$ cat src/design/layer_pixel_blend_hsv_core_assert.svh
// Assertion macros shared by the blend core.
// Both macros take a label, a clock, a reset, an antecedent and a consequent.
`ifndef LAYER_PIXEL_BLEND_HSV_CORE_ASSERT_SVH
`define LAYER_PIXEL_BLEND_HSV_CORE_ASSERT_SVH

// Same-cycle implication.
`define LPBH_ASSERT_NOW(label, clk, rst, ante, cons) \
   label: assert property (@(posedge clk) disable iff (rst) (ante) |-> (cons)) \
      else $error("lpbh assertion failed");

// Next-cycle implication.
`define LPBH_ASSERT_NEXT(label, clk, rst, ante, cons) \
   label: assert property (@(posedge clk) disable iff (rst) (ante) |=> (cons)) \
      else $error("lpbh assertion failed");

`endif

$ cat src/design/lpbh_ram.sv
`default_nettype none

module lpbh_ram #(
   parameter int Width = 8,
   parameter int Depth = 256
) (
   input  wire logic                     clock,
   input  wire logic                     wr_en,
   input  wire logic [$clog2(Depth)-1:0] wr_addr,
   input  wire logic [Width-1:0]         wr_data,
   input  wire logic                     rd_en,
   input  wire logic [$clog2(Depth)-1:0] rd_addr,
   output logic      [Width-1:0]         rd_data
);

   logic [Width-1:0] mem_ff [Depth];
   logic [Width-1:0] rd_data_ff;

   // One write port and one registered read port.
   always_ff @(posedge clock) begin
      if (wr_en) begin
         mem_ff[wr_addr] <= wr_data;
      end
      if (rd_en) begin
         rd_data_ff <= mem_ff[rd_addr];
      end
   end

   assign rd_data = rd_data_ff;

endmodule

`default_nettype wire

$ cat config.mk
export PLATFORM = sky130hd
export DESIGN_NAME = lpbh_ram
export DESIGN_NICKNAME = d
export VERILOG_FILES = /design/src/design/layer_pixel_blend_hsv_core_assert.svh /design/src/design/lpbh_ram.sv
export SDC_FILE = /design/constraint.sdc
export NUM_CORES = 2
export LEC_CHECK = 0
export BUFFER_PORTS_ARGS = -buffer_cell sky130_fd_sc_hd__buf_4
export CORE_ASPECT_RATIO = 1.25
export CORE_UTILIZATION = 50
export CTS_CLUSTER_DIAMETER = 100
export DETAILED_ROUTE_END_ITERATION = 7
export HOLD_SLACK_MARGIN = 0.06
export PLACE_DENSITY = 0.68
export SETUP_SLACK_MARGIN = 0.5
export SYNTH_ARGS = -nofsm -noshare
export SYNTH_HDL_FRONTEND = slang
export SYNTH_SLANG_ARGS = --single-unit
$ cat constraint.sdc
create_clock -name clock -period 3.8 [get_ports clock]
set_clock_uncertainty 0.15 [all_clocks]
set_input_delay 0.19 -clock clock [delete_from_list [all_inputs] [get_ports clock]]
set_output_delay 0.19 -clock clock [all_outputs]
set_load 0.02 [all_outputs]
* Word level (Yosys, flattened, before mapping) *
Memories as Yosys holds them, arrays and structs flattened. A register that Yosys moved wholly into a read port is not among the register bits.
Cells that the tools add are included.

word-level totals
  memory bits (writable) = 2048
  input bits = 27
  output and inout port bits = 8
  memories = 1
  word-level logic and storage cells = 3
  register bits after elaboration = 0

memories
  name    depth  width  read ports  clocked after Yosys merged registers in  wr ports  line            source
  mem_ff  256    8      1           1                                        1         lpbh_ram.sv:16  logic [Width-1:0] mem_ff [Depth];

operators by class
  muxes and demuxes = 2

operator list
  kind    number
  $mux 1  2

* Longest topological paths before layout *
  depth in word-level cells = 2
  mapped depth = 11
  depth with buffers taken out = 6

* Least setup slack after synthesis *
Ideal clock, no wire load.

  path type = input to register
  from = in rd_addr[0]
  to = reg rd_data_ff[2], in the netlist rd_data[2], read port of mem_ff (data pin)
  slack = 1384 ps
  data arrival time = 1997 ps
  setup time = 269 ps
  path buffers = 4
  cell stages on the path = 9
  cell sequence = buf_6 -> buf_12 -> buf_8 -> buf_2 -> mux4_2 -> a22oi_1 -> a21oi_1 -> nor4_1 -> nor4_2

RTL lines
  element          line            source
  start, declared  lpbh_ram.sv:12  input wire logic [$clog2(Depth)-1:0] rd_addr,
  end, declared    lpbh_ram.sv:17  logic [Width-1:0] rd_data_ff;

==> flow_summary.toml <==
[synthesis]
synthArstFlopShare_pct = 0
yosys_warnings = 0
yosysSeqAreaShare_pct = 77.53
ys_ff_latch = 2056
ys_types = 54
synth_area_per_cell_um2 = 21.33
synthesis.instances = 3733
synth_edf_count = 2056
syn_area_mm2 = 0.07964
synth.net_count = 3760
synth_ff_type = "edfxtp_1"

[route]
viasPerCell = 6.334
drc = 0
via_count = 39510
ant_nets = 0
dr.pass1.iters = 6
drtIter0Drc = 4912
wl_per_cell_um = 31.19
drt_wl_total_mm = 194.6

[cells_and_area]
syn_to_final_growth_pct = 12.74
finalNonFillerCells = 6238
drive_gt1_share_pct = 25.34
fillers = 11340
regArea_mm2 = 0.06174
final_common_cell = "edfxtp_1"
nets = 4049
final_cell_mix = "2056 x edfxtp_1, 454 x mux4_2, 279 x nor2_1"
multi_input_area_mm2 = 0.01649

[timing]
slew_headroom_pct = 17.73
hold_violations = 0
rsz0062_at_grt = "no"
setup_slack_ns = 0.6508
maxSlewViolCount = 0
fmax_mhz = 317.5
min_period_ns = 3.149
setup_viol = 0
tightest_slew_ns = 1.223
timing.final.crit_share_pct = 82.87
finalSetupTns_ns = 0
holdWs_ns = 0.1874

[worst_hold_path]
hold_start = "rd_en"
holdPathStages = 2
min_to = "rd_data[5]"
hold_class = "input port to flip-flop"

[worst_setup_path]
r2r_start = "mem_ff[27][3]"
reg2reg_depth = 7
start_kind = "flip-flop"
r2r-end = "rd_data[3]"
r2r_slack_ns = 0.65
worstSetupPathType = "flip-flop to flip-flop"
worst_ep_required_time_ns = 4.19
end_kind = "flip-flop"
crit_fanout = 1
critPathArrivalTime_ns = 3.53

[power]
p_int_mw = 36.08
p_sw_share_pct = 21.03
power.density_mw_per_mm2 = 508.8
p_sw_mw = 9.605
p_clk_share_pct = 40.0
static-leakage-power_nw = 28.01
comb_power_share_pct = 5.2
peakVddDrop_v = 0.0004972
p_seq_share_pct = 54.8

[clock_tree]
clk_pin_slew_worst_paths_ns = 0.06
cts.sinks = 2056
cts_buffers = 182
h-tree-depth = 4
cts_root_buffer = "clkbuf_16"
cts_tree = "yes"
clock_path_buffers = 3
clk_latency_ns = 0.84

[global_routing]
grt_pass1_vias = 39340
overflow = 0
grt_util_met1_pct = 32.46
antenna_found_initial = 8
grt_pass1_wl_mm = 280.5
track_usage_pct = 24.34
grt_max_degree = 142
top_usage_layer = "met2"
grt_util_met3_pct = 4.212
gr-usage-met2_pct = 40.41

[placement]
place_inst = 5881
pre_cts_slack_ns = -0.3330
post-dp-hpwl_mm = 122.6
port_buffers = 34
gp_congestion = 0.8609

[floorplan]
initial_core_util_pct = 50.38
fp.dieH_um = 448.2
die_w_um = 359.0
ios = 35
core_region_area_mm2 = 0.1581
rows = 163
dieArea_mm2 = 0.1609

[outcome]
status = "completed"

[job]
max_cap_viol_count = 0
stage by stage:
step	instance area (µm²)	utilization [%]	power, mW
after floorplan	79640	-	26.74
after global placement	83700	52.96	27.83
after detailed placement	83710	52.96	27.87
after CTS	89770	56.79	45.87
after global routing	89770	56.80	46.77
final	89780	56.80	45.68
sequential cells by signal, summed over array words and instances, names as in the netlist:
register and cells:
rd_data 8, mem_ff 2048
how the worst max path moves through the flow:
stage                        startpoint    endpoint
final                     mem_ff[27][3]  rd_data[3]
after global routing         rd_addr[0]  rd_data[7]
after CTS                    rd_addr[0]  rd_data[5]
after detailed placement     rd_addr[0]  rd_data[5]
after global placement       rd_addr[0]  rd_data[1]
after floorplan              rd_addr[0]  rd_data[2]
routing by layer:
metal	wire length, µm	up-vias
li1	-	16260
met1	72960	20900
met2	96470	1985
met3	17310	361
met4	7802	8
met5	51	-
critical path, stage by stage (launching register included):
cell and delay [ns]:
edfxtp_1 0.36, mux4_2 0.46, a22o_1 0.23, a221oi_1 0.60, buf_4 0.22, o221ai_1 0.17, a211oi_1 0.58, nor4_1 0.09
power groups by stage:
stage | Clock [mW] | Sequential, mW | Combinational [mW]
final | 18.3 | 25.0 | 2.36
after global routing | 19.3 | 25.0 | 2.47
after CTS | 18.5 | 25.0 | 2.37
after detailed placement | 0 | 25.5 | 2.35
after global placement | 0 | 25.5 | 2.31
after floorplan | 0 | 25.5 | 1.21
kinds of logic (layout without fill, tap and decap cells):
family	after synthesis	in the layout	synth area share (%)
AND/OR/NAND/NOR	466	466	2.625
AO/OA/AOI/OAI	385	385	3.416
flip-flops	2056	2056	77.53
other	0	4	0
multiplexers	591	591	14.60
buffers and inverters	235	674	1.829
Yosys cell counts (all sizes together), types with 4 or more instances:
cell	n	share of area [%]
a21oi	96	0.60
a221oi	14	0.16
clkbuf	111	0.52
nand2b	8	0.063
nand2	33	0.16
and2	6	0.047
a2111oi	5	0.066
o211ai	10	0.094
a22oi	133	1.3
nor2	282	1.3
nor2b	31	0.24
a22o	8	0.088
buf	122	1.3
o32ai	5	0.064
edfxtp	2056	78
o22a	5	0.055
mux4	456	13
o221ai	47	0.52
or2	4	0.031
nand3	34	0.21
o22ai	28	0.22
nand4	10	0.079
mux2i	134	1.7
o21ai	12	0.075
a211oi	16	0.15
nor4	27	0.24
nor3	22	0.14
what timing repair did:
action,CTS,global route
endpoints found under the setup margin,0,1
endpoints found under the hold margin,1339,0
gates resized for setup,0,1
setup buffers,0,0
hold buffers,19,0
area by class of cell:
| class | instances | area share, % |
|---|---|---|
| Multi-Input combinational cell | 1442 | 18.36 |
| Clock inverter | 119 | 1.201 |
| Timing Repair Buffer | 338 | 3.448 |
| Tap cell | 2062 | 2.874 |
| Inverter | 2 | 0.008362 |
| Antenna cell | 4 | 0.01115 |
| Sequential cell | 2056 | 68.77 |
| Clock buffer | 215 | 5.329 |
(Power assumes the default switching activity.)
