### src/design/layer_pixel_blend_hsv_core_assert.svh
// Assertion macros shared by the blend core.
// Both macros take a label, a clock, a reset, an antecedent and a consequent.
`ifndef LAYER_PIXEL_BLEND_HSV_CORE_ASSERT_SVH
`define LAYER_PIXEL_BLEND_HSV_CORE_ASSERT_SVH

// Same-cycle implication.
`define LPBH_ASSERT_NOW(label, clk, rst, ante, cons) \
   label: assert property (@(posedge clk) disable iff (rst) (ante) |-> (cons)) \
      else $error("lpbh assertion failed");

// Next-cycle implication.
`define LPBH_ASSERT_NEXT(label, clk, rst, ante, cons) \
   label: assert property (@(posedge clk) disable iff (rst) (ante) |=> (cons)) \
      else $error("lpbh assertion failed");

`endif

### src/design/lpbh_pkg.sv
`default_nettype none

package lpbh_pkg;

   // Channel and curve table geometry.
   localparam int ChanMax    = 255;
   localparam int ChanSq     = 255 * 255;
   localparam int HueSteps   = 1530;
   localparam int HueMult    = HueSteps / ChanMax;
   localparam int CurveDepth = 256;
   localparam int NumLanes   = 4;

   // Reciprocal of 255 scaled by 2**32, exact for 24-bit dividends.
   localparam logic [24:0] RecipDiv255 = 25'd16843010;

   // Configuration port geometry and register indexes.
   localparam int CsrIdxW  = 3;
   localparam int CsrDataW = 4;
   localparam logic [CsrIdxW-1:0] RegChannelMask    = 3'd0;
   localparam logic [CsrIdxW-1:0] RegAlphaBlendMode = 3'd1;
   localparam logic [CsrIdxW-1:0] RegMultiplyMode   = 3'd2;
   localparam logic [CsrIdxW-1:0] RegHsvConvert     = 3'd3;
   localparam logic [CsrIdxW-1:0] RegSourcePresent  = 3'd4;
   localparam logic [CsrIdxW-1:0] RegSourceGrey     = 3'd5;

   // Request opcodes.
   localparam logic OpWrite = 1'b0;
   localparam logic OpBlend = 1'b1;

   typedef struct packed {
      logic       opcode;
      logic [7:0] curve_index;
      logic [7:0] curve_value;
      logic [7:0] dst_red;
      logic [7:0] dst_green;
      logic [7:0] dst_blue;
      logic [7:0] dst_alpha;
      logic [7:0] src_c0;
      logic [7:0] src_c1;
      logic [7:0] src_c2;
      logic [7:0] src_c3;
   } req_type;

   typedef struct packed {
      logic [7:0] out_red;
      logic [7:0] out_green;
      logic [7:0] out_blue;
      logic [7:0] out_alpha;
   } rsp_type;

   typedef struct packed {
      logic [3:0] channel_mask;
      logic       alpha_blend_mode;
      logic       multiply_mode;
      logic       hsv_convert;
      logic       source_present;
      logic       source_grey;
   } cfg_type;

   // Load enables of the pipeline stages, front to back.
   typedef struct packed {
      logic rd;
      logic blend;
      logic hsv_a;
      logic hsv_b;
      logic hsv_c;
      logic out;
   } stage_en_type;

   // Exact floor(x / 255) for x up to 255 * 255.
   function automatic logic [7:0] div255_narrow(input logic [15:0] x);
      logic [16:0] sum;
      sum = 17'(x) + 17'(x[15:8]) + 17'd1;
      return sum[15:8];
   endfunction

   // Exact floor(y / 255) for y < 255 * 65536, via the reciprocal.
   function automatic logic [15:0] div255_wide(input logic [23:0] y);
      logic [48:0] prod;
      prod = 49'(y) * 49'(RecipDiv255);
      return prod[47:32];
   endfunction

endpackage

`default_nettype wire

### src/design/lpbh_ram.sv
`default_nettype none

module lpbh_ram #(
   parameter int Width = 8,
   parameter int Depth = 256
) (
   input  wire logic                     clock,
   input  wire logic                     wr_en,
   input  wire logic [$clog2(Depth)-1:0] wr_addr,
   input  wire logic [Width-1:0]         wr_data,
   input  wire logic                     rd_en,
   input  wire logic [$clog2(Depth)-1:0] rd_addr,
   output logic      [Width-1:0]         rd_data
);

   logic [Width-1:0] mem_ff [Depth];
   logic [Width-1:0] rd_data_ff;

   // One write port and one registered read port.
   always_ff @(posedge clock) begin
      if (wr_en) begin
         mem_ff[wr_addr] <= wr_data;
      end
      if (rd_en) begin
         rd_data_ff <= mem_ff[rd_addr];
      end
   end

   assign rd_data = rd_data_ff;

endmodule

`default_nettype wire

### src/design/lpbh_lane.sv
`default_nettype none

module lpbh_lane (
   input  wire logic                   clock,
   input  wire lpbh_pkg::stage_en_type en,
   input  wire lpbh_pkg::cfg_type      cfg,
   input  wire logic                   lane_on,
   input  wire logic                   wr_en,
   input  wire logic [7:0]             wr_addr,
   input  wire logic [7:0]             wr_data,
   input  wire logic [7:0]             dst,
   input  wire logic [7:0]             src,
   input  wire logic [7:0]             alpha,
   output logic      [7:0]             chan
);

   logic [7:0]  rd_addr;
   logic [7:0]  curve;
   logic [7:0]  dst_ff;
   logic [7:0]  n;
   logic [7:0]  d;
   logic [8:0]  scale;
   logic [16:0] prod_a;
   logic [15:0] prod_b;
   logic [16:0] mix;
   logic [8:0]  add_sum;
   logic [7:0]  blend;
   logic [7:0]  chan_in;
   logic [7:0]  chan_ff;

   // With a source the source component is mapped, otherwise the destination.
   assign rd_addr = cfg.source_present ? src : dst;

   // Private copy of the curve table for this channel.
   lpbh_ram #(
      .Width (8),
      .Depth (lpbh_pkg::CurveDepth)
   ) u_curve_ram (
      .clock   (clock),
      .wr_en   (wr_en),
      .wr_addr (wr_addr),
      .wr_data (wr_data),
      .rd_en   (en.rd),
      .rd_addr (rd_addr),
      .rd_data (curve)
   );

   // Destination value travels alongside the table read.
   always_ff @(posedge clock) begin
      if (en.rd) begin
         dst_ff <= dst;
      end
   end

   // Blend: alpha mix, multiply or saturating add; a masked lane passes the destination.
   always_comb begin
      n       = cfg.source_present ? curve : 8'd0;
      d       = cfg.source_present ? dst_ff : curve;
      scale   = cfg.alpha_blend_mode ? {1'b0, ~alpha} : 9'(n) + 9'd1;
      prod_a  = 17'(d) * 17'(scale);
      prod_b  = 16'(alpha) * 16'(n);
      mix     = prod_a + 17'(prod_b);
      add_sum = 9'(d) + 9'(n);
      if (cfg.alpha_blend_mode) begin
         blend = mix[15:8];
      end else if (cfg.multiply_mode) begin
         blend = prod_a[15:8];
      end else begin
         blend = add_sum[8] ? 8'hFF : add_sum[7:0];
      end
      chan_in = lane_on ? blend : dst_ff;
   end

   always_ff @(posedge clock) begin
      if (en.blend) begin
         chan_ff <= chan_in;
      end
   end

   assign chan = chan_ff;

endmodule

`default_nettype wire

### config.mk
export PLATFORM = sky130hd
export DESIGN_NAME = lpbh_lane
export DESIGN_NICKNAME = d
export VERILOG_FILES = /design/src/design/layer_pixel_blend_hsv_core_assert.svh /design/src/design/lpbh_pkg.sv /design/src/design/lpbh_ram.sv /design/src/design/lpbh_lane.sv
export SDC_FILE = /design/constraint.sdc
export NUM_CORES = 2
export LEC_CHECK = 0
export ABC_AREA = 1
export BUFFER_PORTS_ARGS = -buffer_cell sky130_fd_sc_hd__buf_2
export CORE_MARGIN = 4
export CORE_UTILIZATION = 45
export DETAILED_ROUTE_END_ITERATION = 6
export PLACE_DENSITY_LB_ADDON = 0.08
export SLEW_MARGIN = 30
export SYNTH_ARGS = -nofsm -noshare
export SYNTH_HDL_FRONTEND = slang
export SYNTH_HIERARCHICAL = 1
export SYNTH_SLANG_ARGS = --single-unit
### constraint.sdc
create_clock -name clock -period 9.55 [get_ports clock]
set_input_delay 0.955 -clock clock [delete_from_list [all_inputs] [get_ports clock]]
set_output_delay 0.955 -clock clock [all_outputs]
set_load 0.03 [all_outputs]
# ---- After elaboration in Yosys (flattened, before gate mapping)
# Memories as Yosys holds them, arrays and structs flattened. A register that Yosys moved wholly into a read port is not among the register bits.
# Cells that the tools add are included.
dict set report word_totals {
  output_inout_bits 8
  ram_bits 2048
  mem_count 1
  wordCells 19
  inputBits 58
  reg_bits 16
}
dict set report op_classes {
  multipliers 2
  bitwise_logic 1
  muxes 10
  n_addsub 3
}
# name depth word_bits rd rd_clocked_by_memory_dff wr line
set mem_list {}
lappend mem_list {u_curve_ram.mem_ff 256 8 1 1 1 lpbh_ram.sv:16} ;# logic [Width-1:0] mem_ff [Depth];
# operator count
set op_table {}
lappend op_table {{$mux 8} 7}
lappend op_table {{$add 16x16->16} 1}
lappend op_table {{$mul 8x8->16} 1}
lappend op_table {{$mul 8x9->16} 1}
lappend op_table {{$add 8x1->9 const B} 1}
lappend op_table {{$add 8x8->9} 1}
lappend op_table {{$mux 9} 1}
lappend op_table {{$not 8->8} 1}
lappend op_table {{$mux 1} 2}

# ---- Longest topological paths before layout
dict set report depth {
  ltp_word 7
  ltp_mapped 45
  mapped_depth_nobuf 43
}

# ---- Modules after synthesis
# The synthesis kept the hierarchy.
# module cells_per_inst seq_area_each_um2 area_per_inst_um2 n_inst
set by_module_without_submodules {}
lappend by_module_without_submodules {lpbh_ram 7003 61739.2 83476.3 1}
lappend by_module_without_submodules {lpbh_lane 872 480.5 6254.7 1}

# ---- Least setup slack after synthesis
# OpenSTA, ideal clock, no wires.
dict set report synth_timing {
  kind {input to register}
  start {input port cfg[1] in the netlist's numbering}
  end {register chan_ff[6], in the netlist chan[6], data pin}
  slack_ps 822
  path_buffers 2
  t_required_ps 9404
  setup_ps 146
  arrival_ps 8582
  cell_stages 41
  cell_sequence {buf_6 > buf_6 > nand2_4 > inv_1 > ha_1 > nand3_1 > nor2_4 > nor2_1 > a2bb2oi_2 > or2_2 > fa_1 > fa_1 > inv_1 > fa_1 > inv_1 > fa_1 > inv_1 > ha_1 > (+5 left out) > ha_1 > inv_1 > fa_1 > fa_1 > fa_1 > inv_1 > ha_1 > a21oi_1 > o21ai_0 > nand2_1 > nand3_1 > nand2_1 > nand2_1 > nand2_1 > nand2_1 > o21ai_0 > inv_1 > a21oi_1}
}
dict set report synth_via {
  elab_chain_cells 7
  elab_cells_between_ends 12
  cone_classes {add/sub: 3; mul: 2; mux: 7}
}
# element line
set synth_rtl {}
lappend synth_rtl {{start, declared} lpbh_lane.sv:6} ;# input wire lpbh_pkg::cfg_type cfg,
lappend synth_rtl {{$mux 8} lpbh_lane.sv:57} ;# n = cfg.source_present ? curve : 8'd0;
lappend synth_rtl {{$add 8x1->9} lpbh_lane.sv:59} ;# scale = cfg.alpha_blend_mode ? {1'b0, ~alpha} : 9'(n) + 9'd1;
lappend synth_rtl {{$mux 9} lpbh_lane.sv:59}
lappend synth_rtl {{$mul 8x9->16} lpbh_lane.sv:60} ;# prod_a = 17'(d) * 17'(scale);
lappend synth_rtl {{$add 16x16->16 / $mux 8 (equally long branches)} {lpbh_lane.sv:62, lpbh_lane.sv:66}}
lappend synth_rtl {{$mux 8 *} lpbh_lane.sv:64} ;# if (cfg.alpha_blend_mode) begin
lappend synth_rtl {{$mux 8 *} lpbh_lane.sv:71} ;# chan_in = lane_on ? blend : dst_ff;
lappend synth_rtl {{via chan_in[6]} lpbh_lane.sv:28} ;# logic [7:0] chan_in;
lappend synth_rtl {{end signal, assigned} lpbh_lane.sv:76} ;# chan_ff <= chan_in;
lappend synth_rtl {{end, declared} lpbh_lane.sv:29} ;# logic [7:0] chan_ff;
# The timed path passes the listed nets; every way through them passes the cells marked *.
# A chain may end at the register's enable or synchronous reset.

# ---- Worst setup path in the final report
dict set report layout_timing {
  start {register u_curve_ram.rd_data_ff[0], in the netlist u_curve_ram/rd_data[0] (read register of u_curve_ram.mem_ff)}
  end {register chan_ff[3], in the netlist chan[3], data pin}
}
dict set report layout_via {
  elab_chain_cells 7
  elab_cells_between_ends 12
  cone_classes {add/sub: 3; mul: 2; mux: 7}
}
# element line
set layout_rtl {}
lappend layout_rtl {{start, declared} lpbh_ram.sv:17} ;# logic [Width-1:0] rd_data_ff;
lappend layout_rtl {{$mux 8} lpbh_lane.sv:57}
lappend layout_rtl {{$add 8x1->9} lpbh_lane.sv:59}
lappend layout_rtl {{$mux 9} lpbh_lane.sv:59}
lappend layout_rtl {{$mul 8x9->16} lpbh_lane.sv:60}
lappend layout_rtl {{$add 16x16->16 / $mux 8 (equally long branches)} {lpbh_lane.sv:62, lpbh_lane.sv:66}}
lappend layout_rtl {{$mux 8 *} lpbh_lane.sv:64}
lappend layout_rtl {{$mux 8 *} lpbh_lane.sv:71}
lappend layout_rtl {{via chan_in[3]} lpbh_lane.sv:28}
# Marked as above.

==> impl_metrics.yaml <==
cells_and_area:
  area.growth.synth_to_final_pct: 10.1
  multiInputGateArea_um2: 24200
  final_util_pct: 49.9
  layout.nets: 7971
  drive_gt1_share_pct: 6.39
  fillCellCount: 17600
  ff_latch_area_um2: 62200
sta:
  setup_viol: 0
  fmax_mhz: 118
  grt_setup_unrepaired: "false"
  fin_crit_sh_pct: 88.7
  tightest_slew_ns: 1.05
  finalHoldViolations: 0
  fin_crit_ns: 8.47
  setup_slack_ns: 1.08
  setup_tns_ns: 0
  drv_slew: 0
  slew-limit-headroom_pct: 29.6
  clock_skew_ns: 0.0574
floorplanning:
  start_util_pct: 45.4
  coreArea_um2: 198000
  ios: 66
  rows: 163
  die-area_um2: 207000
  dieWidth_um: 455
  die_height_um: 455
global_routing:
  gr-total-overflow: 0
  grt_max_degree: 176
  track_usage_pct: 24.7
  antenna_found_initial: 13
  grt_pass1_wl_mm: 381
  grt_pass1_vias: 55600
worst_setup_path:
  start_kind: "register"
  critPathBufInv: 9
  critPathMostFrequentCell: "inv_1"
  worstSetupPathDepth: 39
  rr_worst_depth: 39
  required_ns: 10.24
  endpoint_kind: "register"
  worstPathArrival_ns: 9.16
  regToRegSetupSlack_ns: 1.08
  path_class: "reg2reg"
  cpLargestDelayFamily: "adder cells"
  slowest_stage: "fa_1"
  cpPeakStageDelay_ns: 0.54
  crit_fanout: 4
synthesis:
  syn_area_per_cell_um2: 11.4
  ys_types: 41
  netlist_area_um2: 89700
  yosysSeqAreaShare_pct: 69.3
  synth_top_area_cell: "edfxtp_1"
  syn_nets: 8099
  syn_inst: 7875
  synth_top_area_share_pct: 69.3
  synth-seq-cells: 2072
  synthTopCellsByArea: "edfxtp_1 69%, nand3_1 11%, nand2_1 9.7%"
  yosysWarningCount: 6
cts:
  cts_buffers: 216
  cts_root_buf: "clkbuf_16"
  tritoncts: "built"
  cts_resized: 0
  clock-sinks: 2072
  hold_buffers: 0
  cts_max_path_buffers: 3
  post_cts_buffers: 0
  clock_latency_ns: 0.86
  path_clk_slew_ns: 0.06
  cts_htree_levels: 4
power_and_ir_drop:
  p_leak_nw: 35.3
  power_density_nw_per_um2: 230
  p_sw_share_pct: 29.2
  irDropWorstVdd_mv: 0.266
  power.internal_mw: 16.1
  comb_power_share_pct: 20.3
  p_seq_share_pct: 44.3
  total_power_mw: 22.8
  clockPowerShare_pct: 35.4
  p_sw_mw: 6.65
hold_path:
  hp-class: "in2reg"
  min_path_cells: 1
placed_design:
  post-place-ws_ns: 0.253
  place_hpwl_mm: 146
  numPortBuffers: 55
  place_congestion: 0.885
drt:
  vias: 58900
  detail-route-antenna-nets: 0
  dr.pass1.iters: 6
  wl_per_cell_um: 24.3
  drc_errors: 0
  drt_iter0_drc: 6131
  drt-total-wl_mm: 257
  viasPerCell: 5.56
job:
  maxCapViolCount: 0
outcome:
  status: "completed"
## worst paths after layout
check,startpoint,end
max,u_curve_ram/rd_data[0]$_DFFE_PP_,chan[3]$_DFFE_PP_
min,dst[2],dst_ff[2]$_DFFE_PP_
max reg2reg,u_curve_ram/rd_data[0]$_DFFE_PP_,chan[3]$_DFFE_PP_
min reg2reg,dst_ff[3]$_DFFE_PP_,chan[3]$_DFFE_PP_
## per-stage QoR
step | instance area (um2) | cells | hold WS [ns]
floorplan | 89700 | 7875 | 0.512
global placement | 91800 | 10200 | 0.687
detailed placement | 91900 | 10200 | 0.680
CTS | 98600 | 10600 | 0.223
global route | 98700 | 10600 | 0.256
finish | 98800 | 10600 | 0.316
## worst register-to-register path: cells and delay by family (launching register included)
kind | cells | cell delay, ns
adders and majority gates | 11 | 4.72
DFF | 1 | 0.42
buffers and inverters | 9 | 0.61
xor gates and xnor gates | 1 | 0.26
AOI/OAI and AO/OA | 8 | 1.28
and+or+nand+nor | 10 | 1.05
## cells by family after synthesis
| kind of cell | share of synthesized area, % |
|---|---|
| AND/OR/NAND/NOR | 23.1 |
| AO/OA/AOI/OAI | 0.487 |
| buffers and inverters | 3.86 |
| flip-flops | 69.3 |
| XOR/XNOR | 0.156 |
| adder cells (fa/ha/maj) | 3.08 |
## state kept, by name, indices dropped and copies added (netlist names)
| signal | flops |
|---|---|
| u_curve_ram/mem_ff | 2048 |
| chan | 8 |
| dst_ff | 8 |
| u_curve_ram/rd_data | 8 |
## layout make-up
cell class              instances  share of cell area (%)
flip-flops and latches       2072                    63.0
multi-input cells            5058                    24.5
clock buffers                 271                    5.75
well taps                    2640                    3.34
repair buffers                146                    1.31
clock inverters               132                    1.07
inverters                     253                   0.996
diodes                         12                  0.0304
## placed cells by master (no fill, tap or decap), drive strengths merged, types with 3 or more instances in the layout
cell / synthesis / final
a21o: 4 / 4
a21oi: 26 / 26
a31oi: 7 / 7
buf: 377 / 146
bufinv: 0 / 13
clkbuf: 115 / 271
clkinv: 2 / 111
diode: 0 / 12
edfxtp: 2072 / 2072
fa: 91 / 91
ha: 75 / 75
inv: 251 / 259
nand2: 2318 / 2318
nand3: 2057 / 2057
nand4: 6 / 6
nor2: 407 / 407
o21ai: 29 / 29
o21bai: 3 / 3
or2: 9 / 9
xnor2: 9 / 9
xor2: 7 / 7
## Yosys cell counts, drive strengths merged
cell	count
a211oi	1
a21o	4
a21oi	26
a221oi	1
a2bb2oi	1
a31oi	7
and2	1
buf	377
clkbuf	115
clkinv	2
edfxtp	2072
fa	91
ha	75
inv	251
nand2	2318
nand2b	1
nand3	2057
nand3b	1
nand4	6
nor2	407
nor3	2
o211ai	2
o21ai	29
o21bai	3
or2	9
xnor2	9
xor2	7
## power by group through the flow
stage	clock network (mW)	logic, mW	registers [mW]
after detailed placement	0	4.63	10.3
after global placement	0	4.65	10.3
after floorplan	0	3.09	10.3
after CTS	8.21	4.66	10.1
after global routing	8.59	5.22	10.1
final	8.05	4.62	10.1
## metal layers
metal / vias to the layer above / track usage, % / wire [um]
li1: 27300 / - / -
met1: 29500 / 36.3 / 115000
met2: 1744 / 38.5 / 119000
met3: 340 / 3.51 / 15800
met4: 0 / 6.84 / 6830
met5: - / 0 / 0
No activity file was read; power rests on OpenSTA's default activity.
