**src/design/layer_pixel_blend_hsv_core_assert.svh**
```systemverilog
// Assertion macros shared by the blend core.
// Both macros take a label, a clock, a reset, an antecedent and a consequent.
`ifndef LAYER_PIXEL_BLEND_HSV_CORE_ASSERT_SVH
`define LAYER_PIXEL_BLEND_HSV_CORE_ASSERT_SVH

// Same-cycle implication.
`define LPBH_ASSERT_NOW(label, clk, rst, ante, cons) \
   label: assert property (@(posedge clk) disable iff (rst) (ante) |-> (cons)) \
      else $error("lpbh assertion failed");

// Next-cycle implication.
`define LPBH_ASSERT_NEXT(label, clk, rst, ante, cons) \
   label: assert property (@(posedge clk) disable iff (rst) (ante) |=> (cons)) \
      else $error("lpbh assertion failed");

`endif

```
**src/design/lpbh_pkg.sv**
```systemverilog
`default_nettype none

package lpbh_pkg;

   // Channel and curve table geometry.
   localparam int ChanMax    = 255;
   localparam int ChanSq     = 255 * 255;
   localparam int HueSteps   = 1530;
   localparam int HueMult    = HueSteps / ChanMax;
   localparam int CurveDepth = 256;
   localparam int NumLanes   = 4;

   // Reciprocal of 255 scaled by 2**32, exact for 24-bit dividends.
   localparam logic [24:0] RecipDiv255 = 25'd16843010;

   // Configuration port geometry and register indexes.
   localparam int CsrIdxW  = 3;
   localparam int CsrDataW = 4;
   localparam logic [CsrIdxW-1:0] RegChannelMask    = 3'd0;
   localparam logic [CsrIdxW-1:0] RegAlphaBlendMode = 3'd1;
   localparam logic [CsrIdxW-1:0] RegMultiplyMode   = 3'd2;
   localparam logic [CsrIdxW-1:0] RegHsvConvert     = 3'd3;
   localparam logic [CsrIdxW-1:0] RegSourcePresent  = 3'd4;
   localparam logic [CsrIdxW-1:0] RegSourceGrey     = 3'd5;

   // Request opcodes.
   localparam logic OpWrite = 1'b0;
   localparam logic OpBlend = 1'b1;

   typedef struct packed {
      logic       opcode;
      logic [7:0] curve_index;
      logic [7:0] curve_value;
      logic [7:0] dst_red;
      logic [7:0] dst_green;
      logic [7:0] dst_blue;
      logic [7:0] dst_alpha;
      logic [7:0] src_c0;
      logic [7:0] src_c1;
      logic [7:0] src_c2;
      logic [7:0] src_c3;
   } req_type;

   typedef struct packed {
      logic [7:0] out_red;
      logic [7:0] out_green;
      logic [7:0] out_blue;
      logic [7:0] out_alpha;
   } rsp_type;

   typedef struct packed {
      logic [3:0] channel_mask;
      logic       alpha_blend_mode;
      logic       multiply_mode;
      logic       hsv_convert;
      logic       source_present;
      logic       source_grey;
   } cfg_type;

   // Load enables of the pipeline stages, front to back.
   typedef struct packed {
      logic rd;
      logic blend;
      logic hsv_a;
      logic hsv_b;
      logic hsv_c;
      logic out;
   } stage_en_type;

   // Exact floor(x / 255) for x up to 255 * 255.
   function automatic logic [7:0] div255_narrow(input logic [15:0] x);
      logic [16:0] sum;
      sum = 17'(x) + 17'(x[15:8]) + 17'd1;
      return sum[15:8];
   endfunction

   // Exact floor(y / 255) for y < 255 * 65536, via the reciprocal.
   function automatic logic [15:0] div255_wide(input logic [23:0] y);
      logic [48:0] prod;
      prod = 49'(y) * 49'(RecipDiv255);
      return prod[47:32];
   endfunction

endpackage

`default_nettype wire

```
**src/design/lpbh_hsv.sv**
```systemverilog
`default_nettype none

module lpbh_hsv (
   input  wire logic                   clock,
   input  wire lpbh_pkg::stage_en_type en,
   input  wire logic                   hsv_convert,
   input  wire logic [7:0]             hue,
   input  wire logic [7:0]             sat,
   input  wire logic [7:0]             val,
   input  wire logic [7:0]             alpha,
   output lpbh_pkg::rsp_type           result
);

   // Hue sectors of the conversion.
   localparam logic [2:0] SecRedYellow  = 3'd0;
   localparam logic [2:0] SecYellowGrn  = 3'd1;
   localparam logic [2:0] SecGreenCyan  = 3'd2;
   localparam logic [2:0] SecCyanBlue   = 3'd3;
   localparam logic [2:0] SecBlueMag    = 3'd4;

   logic [10:0] h6;
   logic [15:0] sf;
   logic [15:0] sg;

   logic [7:0]  a_h_ff, a_s_ff, a_v_ff, a_alpha_ff, a_ps_ff;
   logic [2:0]  a_sector_ff;
   logic [15:0] a_kq_ff, a_kx_ff;

   logic [7:0]  b_h_ff, b_s_ff, b_v_ff, b_alpha_ff;
   logic [2:0]  b_sector_ff;
   logic [23:0] b_yq_ff, b_yx_ff;
   logic [15:0] b_yp_ff;

   logic [7:0]  c_h_ff, c_s_ff, c_v_ff, c_alpha_ff, c_p_ff;
   logic [2:0]  c_sector_ff;
   logic [15:0] c_tq_ff, c_tx_ff;

   logic [7:0]  q;
   logic [7:0]  x;
   lpbh_pkg::rsp_type out_in;
   lpbh_pkg::rsp_type out_ff;

   // Sector, fraction and the saturation products.
   always_comb begin
      h6 = 11'(hue) * 11'(lpbh_pkg::HueMult);
      sf = 16'(sat) * 16'(h6[7:0]);
      sg = 16'(sat) * {8'd0, ~h6[7:0]};
   end

   always_ff @(posedge clock) begin
      if (en.hsv_a) begin
         a_h_ff      <= hue;
         a_s_ff      <= sat;
         a_v_ff      <= val;
         a_alpha_ff  <= alpha;
         a_ps_ff     <= ~sat;
         a_sector_ff <= h6[10:8];
         a_kq_ff     <= 16'(lpbh_pkg::ChanSq) - sf;
         a_kx_ff     <= 16'(lpbh_pkg::ChanSq) - sg;
      end
   end

   // Scale the three weights by the value.
   always_ff @(posedge clock) begin
      if (en.hsv_b) begin
         b_h_ff      <= a_h_ff;
         b_s_ff      <= a_s_ff;
         b_v_ff      <= a_v_ff;
         b_alpha_ff  <= a_alpha_ff;
         b_sector_ff <= a_sector_ff;
         b_yq_ff     <= 24'(a_v_ff) * 24'(a_kq_ff);
         b_yx_ff     <= 24'(a_v_ff) * 24'(a_kx_ff);
         b_yp_ff     <= 16'(a_v_ff) * 16'(a_ps_ff);
      end
   end

   // First division by 255; p is finished here.
   always_ff @(posedge clock) begin
      if (en.hsv_c) begin
         c_h_ff      <= b_h_ff;
         c_s_ff      <= b_s_ff;
         c_v_ff      <= b_v_ff;
         c_alpha_ff  <= b_alpha_ff;
         c_sector_ff <= b_sector_ff;
         c_tq_ff     <= lpbh_pkg::div255_wide(b_yq_ff);
         c_tx_ff     <= lpbh_pkg::div255_wide(b_yx_ff);
         c_p_ff      <= lpbh_pkg::div255_narrow(b_yp_ff);
      end
   end

   // Second division by 255; sector picks order if converting, s > 0.
   always_comb begin
      q = lpbh_pkg::div255_narrow(c_tq_ff);
      x = lpbh_pkg::div255_narrow(c_tx_ff);
      out_in.out_alpha = c_alpha_ff;
      if (!hsv_convert) begin
         out_in.out_red   = c_h_ff;
         out_in.out_green = c_s_ff;
         out_in.out_blue  = c_v_ff;
      end else if (c_s_ff == 8'd0) begin
         out_in.out_red   = c_v_ff;
         out_in.out_green = c_v_ff;
         out_in.out_blue  = c_v_ff;
      end else begin
         case (c_sector_ff)
            SecRedYellow: begin
               out_in.out_red   = c_v_ff;
               out_in.out_green = x;
               out_in.out_blue  = c_p_ff;
            end
            SecYellowGrn: begin
               out_in.out_red   = q;
               out_in.out_green = c_v_ff;
               out_in.out_blue  = c_p_ff;
            end
            SecGreenCyan: begin
               out_in.out_red   = c_p_ff;
               out_in.out_green = c_v_ff;
               out_in.out_blue  = x;
            end
            SecCyanBlue: begin
               out_in.out_red   = c_p_ff;
               out_in.out_green = q;
               out_in.out_blue  = c_v_ff;
            end
            SecBlueMag: begin
               out_in.out_red   = x;
               out_in.out_green = c_p_ff;
               out_in.out_blue  = c_v_ff;
            end
            default: begin
               out_in.out_red   = c_v_ff;
               out_in.out_green = c_p_ff;
               out_in.out_blue  = q;
            end
         endcase
      end
   end

   always_ff @(posedge clock) begin
      if (en.out) begin
         out_ff <= out_in;
      end
   end

   assign result = out_ff;

endmodule

`default_nettype wire

```
**config.mk**
```make
export PLATFORM = sky130hd
export DESIGN_NAME = lpbh_hsv
export DESIGN_NICKNAME = d
export VERILOG_FILES = /design/src/design/layer_pixel_blend_hsv_core_assert.svh /design/src/design/lpbh_pkg.sv /design/src/design/lpbh_hsv.sv
export SDC_FILE = /design/constraint.sdc
export NUM_CORES = 2
export LEC_CHECK = 0
export BUFFER_PORTS_ARGS = -buffer_cell sky130_fd_sc_hd__buf_2
export CAP_MARGIN = 40
export CORE_MARGIN = 4
export CORE_UTILIZATION = 41
export CTS_CLUSTER_DIAMETER = 50
export CTS_CLUSTER_SIZE = 28
export DETAILED_ROUTE_END_ITERATION = 10
export GPL_ROUTABILITY_DRIVEN = 0
export GPL_TIMING_DRIVEN = 0
export PLACE_DENSITY = 0.55
export SYNTH_ARGS = -nofsm -noshare
export SYNTH_HDL_FRONTEND = slang
export SYNTH_SLANG_ARGS = --single-unit
export TNS_END_PERCENT = 50
```
**constraint.sdc**
```tcl
create_clock -name clock -period 6.7 [get_ports clock]
set_input_delay 0.67 -clock clock [delete_from_list [all_inputs] [get_ports clock]]
set_output_delay 0.67 -clock clock [all_outputs]
set_load 0.01 [all_outputs]
```
=== After elaboration in Yosys (flattened, before gate mapping) ===
Cells that the tools add are included.

* $add $sub $neg: 8
* $mul: 8
* Equal/unequal tests: 4
* Muxes and demuxes: 3
* Bitwise operators: 2
* Reductions and logical operators: 2

{| class="wikitable"
|+ Operator list
! kind !! count
|-
| $pmux 24 s5 || 1
|-
| $mul 24x24->47 const B || 2
|-
| $add 16x1->16 const B || 3
|-
| $add 16x8->16 || 3
|-
| $mul 8x16->24 || 2
|-
| $mux 24 || 2
|-
| $mul 8x8->16 || 2
|-
| $sub 16x16->16 const A || 2
|-
| $not 8->8 || 2
|-
| $mul 8x7->15 || 1
|-
| $mul 8x2->10 const B || 1
|-
| $logic_not 8->1 || 1
|-
| $eq 3x2->1 const B || 2
|-
| $eq 3x1->1 const B || 1
|-
| $eq 3x3->1 const B || 1
|-
| $logic_not 3->1 || 1
|}

* Register bits: 281
* Bits of input ports: 40
* Output and inout port bits: 32

=== Depth between registers and ports, before layout ===
* Word-level depth: 5
* Mapped depth: 25
* Depth with buffers taken out: 25

=== Worst setup path after synthesis ===
OpenSTA, ideal clock, no wires.

* Path type: input-to-reg
* Start: input hue[0]
* End: register a_kq_ff[15] (data pin)
* Library setup time: 0.260 ns
* Arrival: 6.091 ns
* Data required time: 6.440 ns
* Setup slack: 0.349 ns
* Stages on the path: 25
* Path buffers: 1
* Path through: ha_1 inv_1 fa_1 inv_1 a21oi_1 o21bai_1 xor2_1 clkbuf_1 nand2_1 fa_1 fa_1 inv_1 fa_1 inv_1 fa_1 inv_1 ha_1 a21boi_0 o21ai_0 a21oi_1 a21o_1 a21oi_1 xnor2_1 nand4_1 xnor2_1

* Cells in the longest elaborated chain, start to end: 3

{| class="wikitable"
|+ Ends and longest elaborated chain
! element !! line !! RTL
|-
| from (decl) || lpbh_hsv.sv:7 || <nowiki>input wire logic [7:0] hue,</nowiki>
|-
| $mul 8x2->10 || lpbh_hsv.sv:45 || <nowiki>h6 = 11'(hue) * 11'(lpbh_pkg::HueMult);</nowiki>
|-
| $mul 8x7->15 || lpbh_hsv.sv:46 || <nowiki>sf = 16'(sat) * 16'(h6[7:0]);</nowiki>
|-
| $sub 16x16->16 || lpbh_hsv.sv:58 || <nowiki>a_kq_ff <= 16'(lpbh_pkg::ChanSq) - sf;</nowiki>
|-
| to (signal assigned) || lpbh_hsv.sv:58 ||
|-
| to (decl) || lpbh_hsv.sv:27 || <nowiki>logic [15:0] a_kq_ff, a_kx_ff;</nowiki>
|}

Every way passes these cells.
A chain may end at the register's enable or synchronous reset.

=== Final worst setup path ===
Ends and elaborated chain as after synthesis.

==> qor.txt <==
post-detailed-route DRC marker count: 0
number of global-route vias before repair: 22300
core box area: 74570 µm²
Syn Nets: 3876
Setup crit start kind: primary input
Worst R2R End: b_yq_ff[21]
synthesized area: 30860 µm²
Area Growth Syn to Fin: 9.788%
setup violators final: 0
fill cell count: 6989
setup slack on the worst flop-to-flop path: 0.34 ns
crit path capture type: flop
dominant register cell in the synthesized netlist: sky130_fd_sc_hd__edfxtp_1
worst setup margin: 0.3316 ns
post-synth cell types: 70
fraction of met2 tracks used by global routing: 0.3214
data required time of the worst path: 7.04 ns
port bufs: 69
Initial Util: 0.4138
die span in y: 282.4 µm
sequential area share after synthesis: 0.2695
total via count in the routed design: 21180
syn avg cell area: 10.41 µm²
result of the run: finished, final reports clean
overall global routing resource usage: 0.1909
Top-Level Pins: 72
first-pass iteration count of the detailed router: 9
clock latency at the later pin of the worst-skew pair: 0.56 ns
endpoint of the most critical setup path: a_kq_ff[15]
standard-cell rows: 100
Worst Tran Pin Value: 0.9353 ns
Post-Route Skew: 0.02700 ns
CTS H-tree lvls: 2
routed wirelength normalized by instance count: 18.17 µm
CTS tree: done
Multi-input gate area: 20390 µm²
clock period minus worst slack: 6.368 ns
Reg clk slew, reported paths: 0.06 ns
number of enable flip-flop cells after synthesis: 277
maximum number of pins on one net before global-route repair: 66
type of the worst setup path: in -> reg
path depth of the worst reg2reg path: 18
global route hottest layer: met2
biggest area contributors in the synthesized netlist: sky130_fd_sc_hd__edfxtp_1 27%, sky130_fd_sc_hd__ha_1 23%, sky130_fd_sc_hd__fa_1 20%
number of nets in the layout: 3991
Slew HR: 0.3742
worst-path fanout max: 10
Synth Instances: 2965
total grt overflow: 0
clock root buffer: sky130_fd_sc_hd__clkbuf_16
final number of max-transition violations: 0
count of warnings emitted by yosys: 0
TritonCTS Buffers: 36
maximum clock frequency: 157.0 MHz
met3 track demand over resource in global routing: 0.02988
number of register bits inferred by synthesis: 277
die area: 79720 µm²
startpoint of the worst register-to-register path: a_v_ff[2]
vias per inst: 5.195
Post-Route Hold Slack: 0.2869 ns
top-area cell type share of the netlist area: 0.2695
M1 GR Usage: 0.2560
FF+latch area: 8318 µm²
slowest stage cell on the critical path: sky130_fd_sc_hd__fa_1
critical path arrival: 6.70 ns
post-route clock period utilization: 0.9505
share of layout cells above drive strength 1: 0.05344
type of the tightest min-delay check: in -> reg
setup repair after global routing missed its margin: false
sink count of the clock tree: 277
Die Width: 282.4 µm
Clock Path Buffers: 3
Final Hold Violating Endpoints: 0
Critical Path Max Stage Delay: 0.56 ns
initial detailed-routing violation count: 1189
async set-or-reset flop fraction in the synthesized netlist: 0
cell accounting for the most synthesized area: sky130_fd_sc_hd__edfxtp_1
number of max-cap violations: 0
Detail Route Antenna Nets: 0
total wirelength of the detailed-routed design: 74100 µm
Post-Place Worst Slack: -0.8824 ns
beginning of the critical path: hue[0]
first-pass GRT wire length: 120100 µm
initial antenna violation count: 3
Post-DP HPWL: 60580 µm
-- how the worst min path moves through the flow --
stage / start / end / slack, ns / cells after the start
2_1_floorplan: a_alpha_ff[0] / b_alpha_ff[0] / 0.40 / 0
3_3_place_gp: a_alpha_ff[4] / b_alpha_ff[4] / 0.40 / 0
3_5_place_dp: a_h_ff[7] / b_h_ff[7] / 0.40 / 0
4_1_cts: alpha[5] / a_alpha_ff[5] / 0.25 / 1
5_1_grt: val[3] / a_v_ff[3] / 0.26 / 1
6_report: alpha[7] / a_alpha_ff[7] / 0.29 / 1
-- metal layers --
metal / up-vias / wire length, µm
li1: 10090 / -
met2: 558 / 35340
met1: 10410 / 32640
met5: - / 0
met4: 0 / 2229
met3: 128 / 3885
-- logic make-up (layout without fill, tap and decap cells) --
| logic type | Yosys count | in the layout | share of synthesized area |
|---|---|---|---|
| xor+xnor | 141 | 141 | 0.04002 |
| fa+ha+maj | 871 | 871 | 0.4271 |
| buf+inv | 584 | 725 | 0.07107 |
| compound gates | 358 | 358 | 0.07533 |
| mux | 5 | 5 | 0.001622 |
| flops | 277 | 277 | 0.2695 |
| simple gates | 729 | 729 | 0.1153 |
| other cells | 0 | 3 | 0 |
-- synth_stat cells, drive strengths merged, types with 8 or more instances --
master and n:
a21boi 8, a21o 36, a21oi 112, a31oi 13
and2 201, and3 10, clkbuf 59, edfxtp 277
fa 304, ha 567, inv 520, nand2 250
nand2b 26, nand3 25, nand4 12, nor2 132
nor2b 10, nor3 30, nor4 8, o211ai 9
o21a 24, o21ai 69, o21bai 13, xnor2 99
xor2 42
-- per-stage QoR --
stage	std cells	instance area [µm²]	setup TNS, ns	util
finish	4078	33880	0	0.4543
global route	4075	33870	0	0.4542
CTS	4074	33810	0	0.4535
detailed placement	4009	32530	-4.211	0.4362
global placement	4003	32420	-3.441	0.4347
floorplan	2965	30860	0	-
-- state kept, by name, indices dropped and copies added, names as in the netlist, 15 cells and up --
register  cells
c_tq_ff      16
a_kq_ff      15
b_yq_ff      23
result       32
c_tx_ff      16
b_yx_ff      24
a_kx_ff      15
b_yp_ff      15
-- final cells by class --
| class | count | area share |
|---|---|---|
| clock buffer | 40 | 0.02703 |
| inverter | 523 | 0.05794 |
| multi-input combinational | 2104 | 0.6017 |
| tap | 969 | 0.03579 |
| clock inverter | 24 | 0.01030 |
| timing repair buffer | 77 | 0.01396 |
| sequential | 277 | 0.2455 |
| antenna | 3 | 0.0002216 |
| buffer | 61 | 0.007534 |
-- worst max-delay path, delay by kind of cell --
kind                     cells  cell delay, ns
AND/OR/NAND/NOR              4            0.56
AO/OA/AOI/OAI                5            0.87
XOR/XNOR                     3            0.81
buffers and inverters        7            0.70
adder cells (fa/ha/maj)      7            3.10
-- placed cells by master, fill, tap and decap left out, types with 25 or more instances in the layout --
cell / n
sky130_fd_sc_hd__ha_1: 567
sky130_fd_sc_hd__inv_1: 519
sky130_fd_sc_hd__fa_1: 304
sky130_fd_sc_hd__edfxtp_1: 277
sky130_fd_sc_hd__nand2_1: 250
sky130_fd_sc_hd__and2_1: 201
sky130_fd_sc_hd__nor2_1: 132
sky130_fd_sc_hd__a21oi_1: 109
sky130_fd_sc_hd__xnor2_1: 97
sky130_fd_sc_hd__buf_2: 67
sky130_fd_sc_hd__o21ai_0: 63
sky130_fd_sc_hd__clkbuf_1: 53
sky130_fd_sc_hd__xor2_1: 41
sky130_fd_sc_hd__a21o_1: 36
sky130_fd_sc_hd__clkbuf_16: 36
sky130_fd_sc_hd__nor3_1: 30
sky130_fd_sc_hd__nand2b_1: 26
sky130_fd_sc_hd__nand3_1: 25
-- timing repair --
item                                    in CTS  in global routing
endpoints found under the setup margin       4                  7
gates cloned                                 0                  0
resized for setup                            4                 29
hold buffers                                 0                  0
pin swaps                                    1                  5
buffers inserted                             1                  1
Power is left out: the tool's default activity adds up to more than one toggle a clock period on the data nets, which glitch-free logic cannot reach.
